--- src/mhc_pkg.sv ---
// package for the magic hash collision check unit
// shared widths, register indexes, item and result types; no dependencies
`default_nettype none

package mhc_pkg;

	localparam int TABLE_BITS_DEF = 12;
	localparam int WORD_W         = 64;
	localparam int HALF_W         = 32;
	localparam int HASH_W         = 12;
	localparam int IDX_CFG_W      = 4;
	localparam int CFG_ADDR_W     = 2;
	localparam int TOP_BYTE_LSB   = 56;
	localparam int EPOCH_BITS     = 8;
	localparam int QUEUE_DEPTH    = 2;

	localparam logic [3:0] WEAK_LIMIT = 4'd6;
	localparam logic [IDX_CFG_W-1:0] INDEX_BITS_RST = 4'd12;

	localparam logic [CFG_ADDR_W-1:0] CFG_MAGIC      = 2'd0;
	localparam logic [CFG_ADDR_W-1:0] CFG_MASK       = 2'd1;
	localparam logic [CFG_ADDR_W-1:0] CFG_INDEX_BITS = 2'd2;

	typedef struct packed {
		logic [WORD_W-1:0] attack;
		logic              first;
		logic              last;
		logic              is_weak;
	} mhc_item_t;

	typedef struct packed {
		logic [HASH_W-1:0] hash_index;
		logic              collided;
		logic              magic_weak;
		logic              verdict_valid;
		logic              magic_ok;
	} mhc_result_t;

	typedef struct packed {
		logic init_busy;
	} mhc_back_status_t;

endpackage

`default_nettype wire

--- src/mhc_queue.sv ---
// small fifo between the front and back ends
// generic width and depth; uses mhc_pkg for defaults
`default_nettype none

module mhc_queue import mhc_pkg::*; #(
	parameter int W     = 8,
	parameter int DEPTH = QUEUE_DEPTH
) (
	input  wire logic         clk,
	input  wire logic         arst_n,
	input  wire logic         push,
	output logic              full,
	input  wire logic [W-1:0] wdata,
	input  wire logic         pop,
	output logic              empty,
	output logic [W-1:0]      rdata
);

	localparam int AW = (DEPTH > 1) ? $clog2(DEPTH) : 1;

	logic [W-1:0]  mem_q [DEPTH];
	logic [AW-1:0] wr_ptr_q;
	logic [AW-1:0] rd_ptr_q;
	logic [AW:0]   count_q;
	logic          do_push;
	logic          do_pop;

	assign full    = (count_q == (AW+1)'(DEPTH));
	assign empty   = (count_q == '0);
	assign rdata   = mem_q[rd_ptr_q];
	assign do_push = push && !full;
	assign do_pop  = pop && !empty;

	always_ff @(posedge clk or negedge arst_n) begin
		if (!arst_n) begin
			wr_ptr_q <= '0;
			rd_ptr_q <= '0;
			count_q  <= '0;
		end else begin
			if (do_push) begin
				wr_ptr_q <= (wr_ptr_q == AW'(DEPTH-1)) ? '0 : wr_ptr_q + AW'(1);
			end
			if (do_pop) begin
				rd_ptr_q <= (rd_ptr_q == AW'(DEPTH-1)) ? '0 : rd_ptr_q + AW'(1);
			end
			if (do_push && !do_pop) begin
				count_q <= count_q + (AW+1)'(1);
			end else if (do_pop && !do_push) begin
				count_q <= count_q - (AW+1)'(1);
			end
		end
	end

	always_ff @(posedge clk) begin
		if (do_push) begin
			mem_q[wr_ptr_q] <= wdata;
		end
	end

endmodule

`default_nettype wire

--- config.mk ---
export PLATFORM = sky130hd
export DESIGN_NAME = mhc_queue
export DESIGN_NICKNAME = d
export VERILOG_FILES = /design/src/mhc_pkg.sv /design/src/mhc_queue.sv
export SDC_FILE = /design/constraint.sdc
export NUM_CORES = 1
export LEC_CHECK = 0
export ABC_AREA = 1
export BUFFER_PORTS_ARGS = -buffer_cell sky130_fd_sc_hd__buf_4
export CORE_MARGIN = 3
export CORE_UTILIZATION = 44
export CTS_CLUSTER_SIZE = 14
export DETAILED_ROUTE_END_ITERATION = 12
export PLACE_DENSITY = 0.76
export SLEW_MARGIN = 40
export SYNTH_ARGS = -nofsm -noshare
export SYNTH_HDL_FRONTEND = slang
export SYNTH_SLANG_ARGS = --single-unit
--- constraint.sdc ---
create_clock -name clk -period 1.4 [get_ports clk]
set_clock_uncertainty 0.05 [all_clocks]
set_input_delay 0.07 -clock clk [delete_from_list [all_inputs] [get_ports clk]]
set_output_delay 0.07 -clock clk [all_outputs]
set_load 0.005 [all_outputs]
==> impl_metrics.toml <==
[floorplan]
die_h_um = 48.9
core_region_area_um2 = 1610
row_count = 14
dieArea_um2 = 2390
ios = 22
start_util_pct = 50.2
fp.dieW_um = 48.9

[grt]
grt_pass1_wl_um = 2930
gr-total-overflow = 0
antenna_found_initial = 0
grt_max_degree = 12
grt_pass1_vias = 666
grt_util_all_layers_pct = 16.4

[yosys]
synth_cell_types = 14
synth_warnings = 0
ys_seq_area_share_pct = 71.7
syn_avg_cell_area_um2 = 11.1
syn_inst = 73
syn_area_um2 = 810
syn_nets = 86
synth-seq-cells = 20

[pwr]
powerDensity_nw_per_um2 = 1930
power_uw = 2430
peakVddDrop_mv = 1.53
leakage_uw = 0.000572

[clocking]
numCtsBuffers = 3
cts_tree = "built"
htree_num_levels = 1
clock_tree.buffer_depth = 2
clk_latency_ps = 300
numClockSinks = 20
clk_pin_slew_ps = 110
clockRootBuffer = "clkbuf_4"

[final_layout]
num-nets-final = 130
areaGrowthSynthToFinish_pct = 55.6
fin_cells = 140
drive_above_1_share_pct = 39.7
num_antenna_cells = 0

[place]
place.port_buffers = 21
hpwl_um = 1040
place_ws_ps = -126
place_inst = 121
gp_congestion = 0.827

[timing]
max_freq_mhz = 709
finalHoldViolCount = 0
worst_pin_slew_ps = 272
rsz0062_at_grt = "yes"
relSlewSlack_pct = 81.8
layout_setup_ws_ps = -9.85
final.period_utilization_pct = 101
setup_viol = 1
timing.setup.tns_ps = -9.85
period_needed_ps = 1410
maxSlewViolCount = 0

[run]
max_cap_violations = 0

[drt]
avgViaCountPerCell = 4.61
num_vias = 645
drt-initial-drc-count = 12
wire_per_inst_um = 12.8
postRouteAntennaNets = 0
drcViolationCount = 0
drt_wl_total_um = 1790
drt_first_pass_iters = 4

[status]
failed_checks = "negative setup slack"
status = "complete, but fails checks"

[setup_path]
crit_chain = "buf_6 -> nor2_4 -> nor2_4 -> ha_4 -> inv_2 -> nand3_2 -> nand2_1 -> nand2_1"
path_class = "reg -> reg"
crit_path_max_incr_delay_ps = 440
worstPathRequired_ps = 1550
critPathSlowestCell = "dfrtp_1"
arrival_ps = 1560
cp-start-kind = "flip-flop"
cp-end-kind = "flip-flop"
crit_fanout = 4

[hold_path]
hp-class = "in -> async"
-- kinds of logic after synthesis --
family	Yosys count	share of synthesized area (%)
XOR/XNOR	1	1.08
flip-flops	20	71.7
buffers and inverters	9	4.33
adder cells (fa/ha/maj)	1	1.55
AO/OA/AOI/OAI	2	1.24
AND/OR/NAND/NOR	40	20.1
-- path summary, 6_finish.rpt --
kind,slack (ps),start,end,depth (start not counted)
worst max-delay path,-10,count_q[0]$_DFFE_PN0P_,count_q[1]$_DFFE_PN0P_,8
worst min-delay path,40,arst_n,count_q[0]$_DFFE_PN0P_,2
worst max register to register,-10,count_q[0]$_DFFE_PN0P_,count_q[1]$_DFFE_PN0P_,8
worst min register to register,450,wr_ptr_q$_DFFE_PN0N_,wr_ptr_q$_DFFE_PN0N_,2
max in group asynchronous,1150,arst_n,rd_ptr_q$_DFFE_PN0P_,2
min in group clk,60,push,wr_ptr_q$_DFFE_PN0N_,4
-- through the flow --
| step | hold WS [ps] | utilization (%) | area, um2 |
|---|---|---|---|
| after floorplan | -276 | - | 810 |
| final | 38.6 | 78.2 | 1260 |
| after CTS | 27.0 | 75.5 | 1220 |
| after global placement | -179 | 63.4 | 1020 |
| after detailed placement | -181 | 63.4 | 1020 |
| after global routing | 44.6 | 78.2 | 1260 |
-- where the power goes --
part / total, uW / internal, uW / switching, uW
Clock: 326 / 159 / 168
Sequential: 932 / 829 / 103
Combinational: 1170 / 594 / 580
Total: 2430 / 1580 / 851
-- Yosys cell counts, drive strengths merged --
master | instances | area share, %
ha | 1 | 1.5
edfxtp | 16 | 59
inv | 8 | 3.7
nand3 | 1 | 0.62
dfrtp | 4 | 12
o21ai | 2 | 1.2
nand2 | 33 | 15
nand4 | 1 | 0.77
xnor2 | 1 | 1.1
buf | 1 | 0.62
nor2 | 4 | 2.5
nand3b | 1 | 0.93
-- repair_timing --
action                                  CTS  global route
pin swaps                                 2             4
hold buffers                             10             0
setup buffers                             4             1
hold endpoints to repair                 21             0
endpoints found under the setup margin   17            26
resized for setup                         8            11
-- sequential cells by signal, indices dropped and copies added (netlist names) --
| name | flops |
|---|---|
| rd_ptr_q | 1 |
| mem_q | 16 |
| count_q | 2 |
| wr_ptr_q | 1 |
-- cell type report --
class / instances / area [um2]
timing repair buffer: 40 / 329
inverter: 8 / 35.0
tap: 24 / 30.0
fill: 117 / 352
clock buffer: 4 / 36.3
sequential: 20 / 582
multi-input combinational: 44 / 248
-- routing by layer --
layer	track usage, %	vias up	part of all wire (%)
li1	-	323	-
met1	19.8	304	42
met2	29.4	14	54
met3	2.75	4	2.8
met4	5.69	0	0.95
met5	0	-	0
-- critical path, delay by kind of cell, from the launching register on --
kind / cells / cell delay, ps
and+or+nand+nor: 5 / 400
DFF: 1 / 440
adders and majority gates: 1 / 220
buffers and inverters: 2 / 200
-- cell usage in the layout (no fill, tap or decap) --
master | Yosys | final
nand2_1 | 33 | 33
buf_4 | 0 | 29
edfxtp_1 | 16 | 16
dlygate4sd3_1 | 0 | 10
nor2_4 | 0 | 4
inv_1 | 7 | 4
clkbuf_4 | 0 | 3
dfrtp_1 | 4 | 3
inv_4 | 0 | 2
inv_2 | 1 | 2
o21ai_4 | 0 | 1
o21ai_1 | 0 | 1
xnor2_1 | 1 | 1
nand3b_1 | 1 | 1
nand3_2 | 0 | 1
nand4_1 | 1 | 1
ha_4 | 0 | 1
clkbuf_8 | 0 | 1
buf_6 | 0 | 1
dfrtp_2 | 0 | 1
(Power assumes the default switching activity.)
