===== config.mk =====
export PLATFORM = sky130hd
export DESIGN_NAME = mhc_front
export DESIGN_NICKNAME = d
export VERILOG_FILES = /design/src/mhc_pkg.sv /design/src/mhc_front.sv
export SDC_FILE = /design/constraint.sdc
export NUM_CORES = 2
export LEC_CHECK = 0
export BUFFER_PORTS_ARGS = -buffer_cell sky130_fd_sc_hd__buf_4
export CAP_MARGIN = 30
export CORE_AREA = 2 2 312 314
export DETAILED_ROUTE_END_ITERATION = 7
export DIE_AREA = 0 0 314 316
export GPL_TIMING_DRIVEN = 0
export PLACE_DENSITY = 0.77
export SETUP_SLACK_MARGIN = 0.3
export SLEW_MARGIN = 20
export SYNTH_ARGS = -nofsm -noshare
export SYNTH_HDL_FRONTEND = slang
export SYNTH_SLANG_ARGS = --single-unit

===== constraint.sdc =====
create_clock -name clk -period 10.7 [get_ports clk]
set_clock_uncertainty 0.05 [all_clocks]
set_input_delay 0.535 -clock clk [delete_from_list [all_inputs] [get_ports clk]]
set_output_delay 0.535 -clock clk [all_outputs]
set_load 0.05 [all_outputs]

===== src/mhc_pkg.sv =====
// package for the magic hash collision check unit
// shared widths, register indexes, item and result types; no dependencies
`default_nettype none

package mhc_pkg;

	localparam int TABLE_BITS_DEF = 12;
	localparam int WORD_W         = 64;
	localparam int HALF_W         = 32;
	localparam int HASH_W         = 12;
	localparam int IDX_CFG_W      = 4;
	localparam int CFG_ADDR_W     = 2;
	localparam int TOP_BYTE_LSB   = 56;
	localparam int EPOCH_BITS     = 8;
	localparam int QUEUE_DEPTH    = 2;

	localparam logic [3:0] WEAK_LIMIT = 4'd6;
	localparam logic [IDX_CFG_W-1:0] INDEX_BITS_RST = 4'd12;

	localparam logic [CFG_ADDR_W-1:0] CFG_MAGIC      = 2'd0;
	localparam logic [CFG_ADDR_W-1:0] CFG_MASK       = 2'd1;
	localparam logic [CFG_ADDR_W-1:0] CFG_INDEX_BITS = 2'd2;

	typedef struct packed {
		logic [WORD_W-1:0] attack;
		logic              first;
		logic              last;
		logic              is_weak;
	} mhc_item_t;

	typedef struct packed {
		logic [HASH_W-1:0] hash_index;
		logic              collided;
		logic              magic_weak;
		logic              verdict_valid;
		logic              magic_ok;
	} mhc_result_t;

	typedef struct packed {
		logic init_busy;
	} mhc_back_status_t;

endpackage

`default_nettype wire


===== src/mhc_front.sv =====
// front end: accepts an arrangement, forms the hash index and the weak check
// with one shared 32x32 multiplier over six steps; uses mhc_pkg
`default_nettype none

module mhc_front import mhc_pkg::*; #(
	parameter int TABLE_BITS = TABLE_BITS_DEF
) (
	input  wire logic                  clk,
	input  wire logic                  arst_n,
	input  wire logic                  in_valid,
	output logic                       busy,
	input  wire logic [WORD_W-1:0]     occupancy,
	input  wire logic [WORD_W-1:0]     attack_set,
	input  wire logic                  first_entry,
	input  wire logic                  last_entry,
	input  wire logic [WORD_W-1:0]     magic_word,
	input  wire logic [WORD_W-1:0]     mask_word,
	input  wire logic [IDX_CFG_W-1:0]  index_bits,
	output logic                       out_valid,
	input  wire logic                  out_ready,
	output logic [TABLE_BITS-1:0]      out_idx,
	output mhc_item_t                  out_item
);

	localparam logic [2:0] STEP_DONE = 3'd7;
	localparam logic [4:0] TB5 = 5'(TABLE_BITS);

	logic                  busy_q;
	logic [2:0]            cnt_q;
	logic [WORD_W-1:0]     occ_q;
	logic [WORD_W-1:0]     atk_q;
	logic                  first_q;
	logic                  last_q;
	logic [WORD_W-1:0]     prod_q;
	logic [WORD_W-1:0]     acc_o_q;
	logic [WORD_W-1:0]     acc_k_q;

	logic [HALF_W-1:0]     mul_a;
	logic [HALF_W-1:0]     mul_b;
	logic [4:0]            eff_bits;
	logic [4:0]            shift_amt;
	logic [TABLE_BITS-1:0] top_bits;

	always_comb begin
		unique case (cnt_q)
			3'd0: begin mul_a = occ_q[HALF_W-1:0];       mul_b = magic_word[HALF_W-1:0]; end
			3'd1: begin mul_a = occ_q[WORD_W-1:HALF_W];  mul_b = magic_word[HALF_W-1:0]; end
			3'd2: begin mul_a = occ_q[HALF_W-1:0];       mul_b = magic_word[WORD_W-1:HALF_W]; end
			3'd3: begin mul_a = mask_word[HALF_W-1:0];   mul_b = magic_word[HALF_W-1:0]; end
			3'd4: begin mul_a = mask_word[WORD_W-1:HALF_W]; mul_b = magic_word[HALF_W-1:0]; end
			3'd5: begin mul_a = mask_word[HALF_W-1:0];   mul_b = magic_word[WORD_W-1:HALF_W]; end
			default: begin mul_a = '0; mul_b = '0; end
		endcase
	end

	always_comb begin
		if (index_bits == '0) begin
			eff_bits = 5'd1;
		end else if ({1'b0, index_bits} > TB5) begin
			eff_bits = TB5;
		end else begin
			eff_bits = {1'b0, index_bits};
		end
		shift_amt = TB5 - eff_bits;
		top_bits  = acc_o_q[WORD_W-1 -: TABLE_BITS];
	end

	assign busy             = busy_q;
	assign out_valid        = busy_q && (cnt_q == STEP_DONE);
	assign out_idx          = top_bits >> shift_amt;
	assign out_item.attack  = atk_q;
	assign out_item.first   = first_q;
	assign out_item.last    = last_q;
	assign out_item.is_weak = 4'($countones(acc_k_q[WORD_W-1:TOP_BYTE_LSB])) < WEAK_LIMIT;

	always_ff @(posedge clk or negedge arst_n) begin
		if (!arst_n) begin
			busy_q <= 1'b0;
			cnt_q  <= '0;
		end else if (!busy_q) begin
			if (in_valid) begin
				busy_q <= 1'b1;
				cnt_q  <= '0;
			end
		end else if (cnt_q != STEP_DONE) begin
			cnt_q <= cnt_q + 3'd1;
		end else if (out_ready) begin
			busy_q <= 1'b0;
		end
	end

	always_ff @(posedge clk) begin
		if (!busy_q && in_valid) begin
			occ_q   <= occupancy;
			atk_q   <= attack_set;
			first_q <= first_entry;
			last_q  <= last_entry;
		end
		if (busy_q) begin
			prod_q <= mul_a * mul_b;
			unique case (cnt_q)
				3'd1: acc_o_q <= prod_q;
				3'd2, 3'd3: acc_o_q[WORD_W-1:HALF_W] <=
					acc_o_q[WORD_W-1:HALF_W] + prod_q[HALF_W-1:0];
				3'd4: acc_k_q <= prod_q;
				3'd5, 3'd6: acc_k_q[WORD_W-1:HALF_W] <=
					acc_k_q[WORD_W-1:HALF_W] + prod_q[HALF_W-1:0];
				default: ;
			endcase
		end
	end

endmodule

`default_nettype wire


==> metrics <==
clk root buf=clkbuf_16; r2r worst-path depth=31; worst skew pair latency=580 ps; first-pass GRT wire length=261000 um; worst hold path depth=2; Final Hold Fails=0; Distinct cells, synth=74; largest net degree at the start of global routing=44; Ports=347; most common cell after layout, fill and taps aside=fa_1; FILL cells=8718; crit path capture type=flip-flop; Avg Inst Size Synth=9.38 um^2; GRT overflow=0; ys flop type=edfxtp_1; GRT Overall Usage=36.9%; via count=38531; layout cells sized above 1=12.4%; std cell rows=114; CP Class=reg2reg; Routed Antenna Nets=0; Critical Path Max Stage Delay=790 ps; fmax=a little under 0.1 GHz; Multi-input gate area=33800 um^2; port bufs=between 300 and 400; drt via density=between 5 and 6; routability congestion estimate=between 1 and 1.5; Critical Path Start Type=flip-flop; core area=96000 um^2; RSZ-0062 raised after global routing=true; antenna violations before repair=5; H-tree Lvls=1; worst slew pin tran=between 1000 and 1500 ps; Hold/Removal Path Class=in2reg; HPWL after DPL=154000 um; most frequent cells in the layout=899 x fa_1, 894 x inv_1, 695 x nor2_1; top-area cell type share of the netlist area=a little under 40%; maxcap violations=0; min setup slack post-route=419 ps; mapped cell area=45700 um^2; Seq cells post-synth=between 200 and 300; TritonCTS clock tree=done; drt initial violations=4250; failing checks=DRC; DIE AREA=99200 um^2; Initial Util=47.6%; total CTS buffers=27; chip width=about 310 um; clock transition at the registers of the reported paths=60 ps; clk buf depth=3; most used cell along the critical path=fa_1; DR pass1 iterations=8; die height=316 um; register area=7850 um^2; min Tclk post-route=10280 ps; Slew headroom=26.5%; setup tns final=0 ps; crit-path max FO=10; Seq/Total Area, Yosys=17.2%; Place WS=-1310 ps; Yosys warnings=0; dominant cells by area after synthesis=fa_1 40%, edfxtp_1 17%, ha_1 9.2%; Pins Over Slew Limit=0; post-DR wirelength/cell=27.5 um; number of global-route vias before repair=39554; Post-layout nets=a little under 7000; synthesis-to-layout area growth=14.4%; Post-route DRC=21; drt total wl=182000 um; final period utilization=96.1%; leading area contributor after synthesis=fa_1; Async SR Flop Fraction=1.53%; Crit path arrival time=around 11000 ps; outcome=finished with violations; Synth Instances=4868; clock net sink count=262; Max stage delay cell, worst path=a222oi_1; syn_nets=6370; Setup-failing EPs final=0; number of synthesized flops with an enable pin=258; Data required, critical path=11000 ps
[registers in the layout, indices dropped and copies added (netlist names)]
| name | count |
|---|---|
| first_q | 1 |
| last_q | 1 |
| acc_o_q | 32 |
| busy | 1 |
| atk_q | 64 |
| acc_k_q | 32 |
| occ_q | 64 |
| cnt_q | 3 |
| prod_q | 64 |
[per-layer routing]
| metal | wire, um | up-vias | track usage [%] |
|---|---|---|---|
| met3 | 23200 | 620 | 11.6 |
| met4 | 14100 | 2 | 22.8 |
| met2 | 77100 | 2569 | 54.5 |
| li1 | - | 16094 | - |
| met5 | 27 | - | 0 |
| met1 | 67500 | 19246 | 47.6 |
[area by class of cell]
class	instances	area share, %
sequential	262	15.0
antenna	6	0.0288
buffer	244	2.30
multi-input combinational	3466	64.7
tap	1276	3.06
clock inverter	15	0.518
inverter	894	6.43
clock buffer	35	1.43
timing repair buffer	415	6.51
[through the flow]
step,hold WS [ps],util [%],cells,cell area (um^2)
floorplan,189,-,4868,45700
global placement,289,51.9,6490,49800
detailed placement,290,52.6,6535,50500
CTS,50.4,54.1,6597,51900
global route,56.6,54.4,6607,52200
finish,76.1,54.4,6613,52200
[kinds of logic after synthesis]
kind of cell | count (synthesis) | share of synthesized area [%]
flip-flops | 262 | 17.2
AND/OR/NAND/NOR | 1535 | 13.8
multiplexers | 30 | 0.680
buffers and inverters | 1140 | 9.40
XOR/XNOR | 112 | 2.15
adder cells (fa/ha/maj) | 1236 | 48.7
AO/OA/AOI/OAI | 553 | 8.08
[cells in the mapped netlist, types with 13 or more instances]
cell type,count
inv_1,894
nand4_1,16
nor4_1,13
a222oi_1,32
a31oi_1,13
o21a_1,15
mux2i_1,22
nor2b_1,18
nand2_1,621
o21bai_1,18
a22oi_1,32
xnor2_1,65
edfxtp_1,258
and2_1,44
nand3_1,30
nor3_1,24
a21o_1,59
clkbuf_1,235
a211oi_1,16
o21ai_0,126
a21oi_1,140
nand2b_1,23
ha_1,334
xor2_1,47
a22o_1,30
nor2_1,696
fa_1,902
[critical path: cells and delay by family, from the launching register on]
kind	cells	cell delay, ps
flops	1	420
fa+ha+maj	10	4640
simple gates	6	1060
compound gates	6	2170
buf+inv	9	1670
[repair_timing]
action / in CTS / in global routing
gates resized for setup: 138 / 145
hold endpoints to repair: 4 / 0
buffers inserted: 13 / 6
hold buffers: 1 / 0
pin swaps: 14 / 11
endpoints found under the setup margin: 40 / 28
[worst paths after layout]
kind | startpoint | end | slack, ps
worst max-delay path | cnt_q[1]$_DFFE_PN0P_ | prod_q[60]$_DFFE_PP_ | 420
worst min-delay path | out_ready | busy$_DFF_PN0_ | 80
worst max register to register | cnt_q[1]$_DFFE_PN0P_ | prod_q[60]$_DFFE_PP_ | 420
worst min register to register | cnt_q[1]$_DFFE_PN0P_ | cnt_q[1]$_DFFE_PN0P_ | 520
max in group asynchronous | arst_n | cnt_q[0]$_DFFE_PN0P_ | 10230
min in group asynchronous | arst_n | busy$_DFF_PN0_ | 250
Power is not shown: default switching activity piles up to over one toggle a cycle in this logic, so the estimate is an artifact.
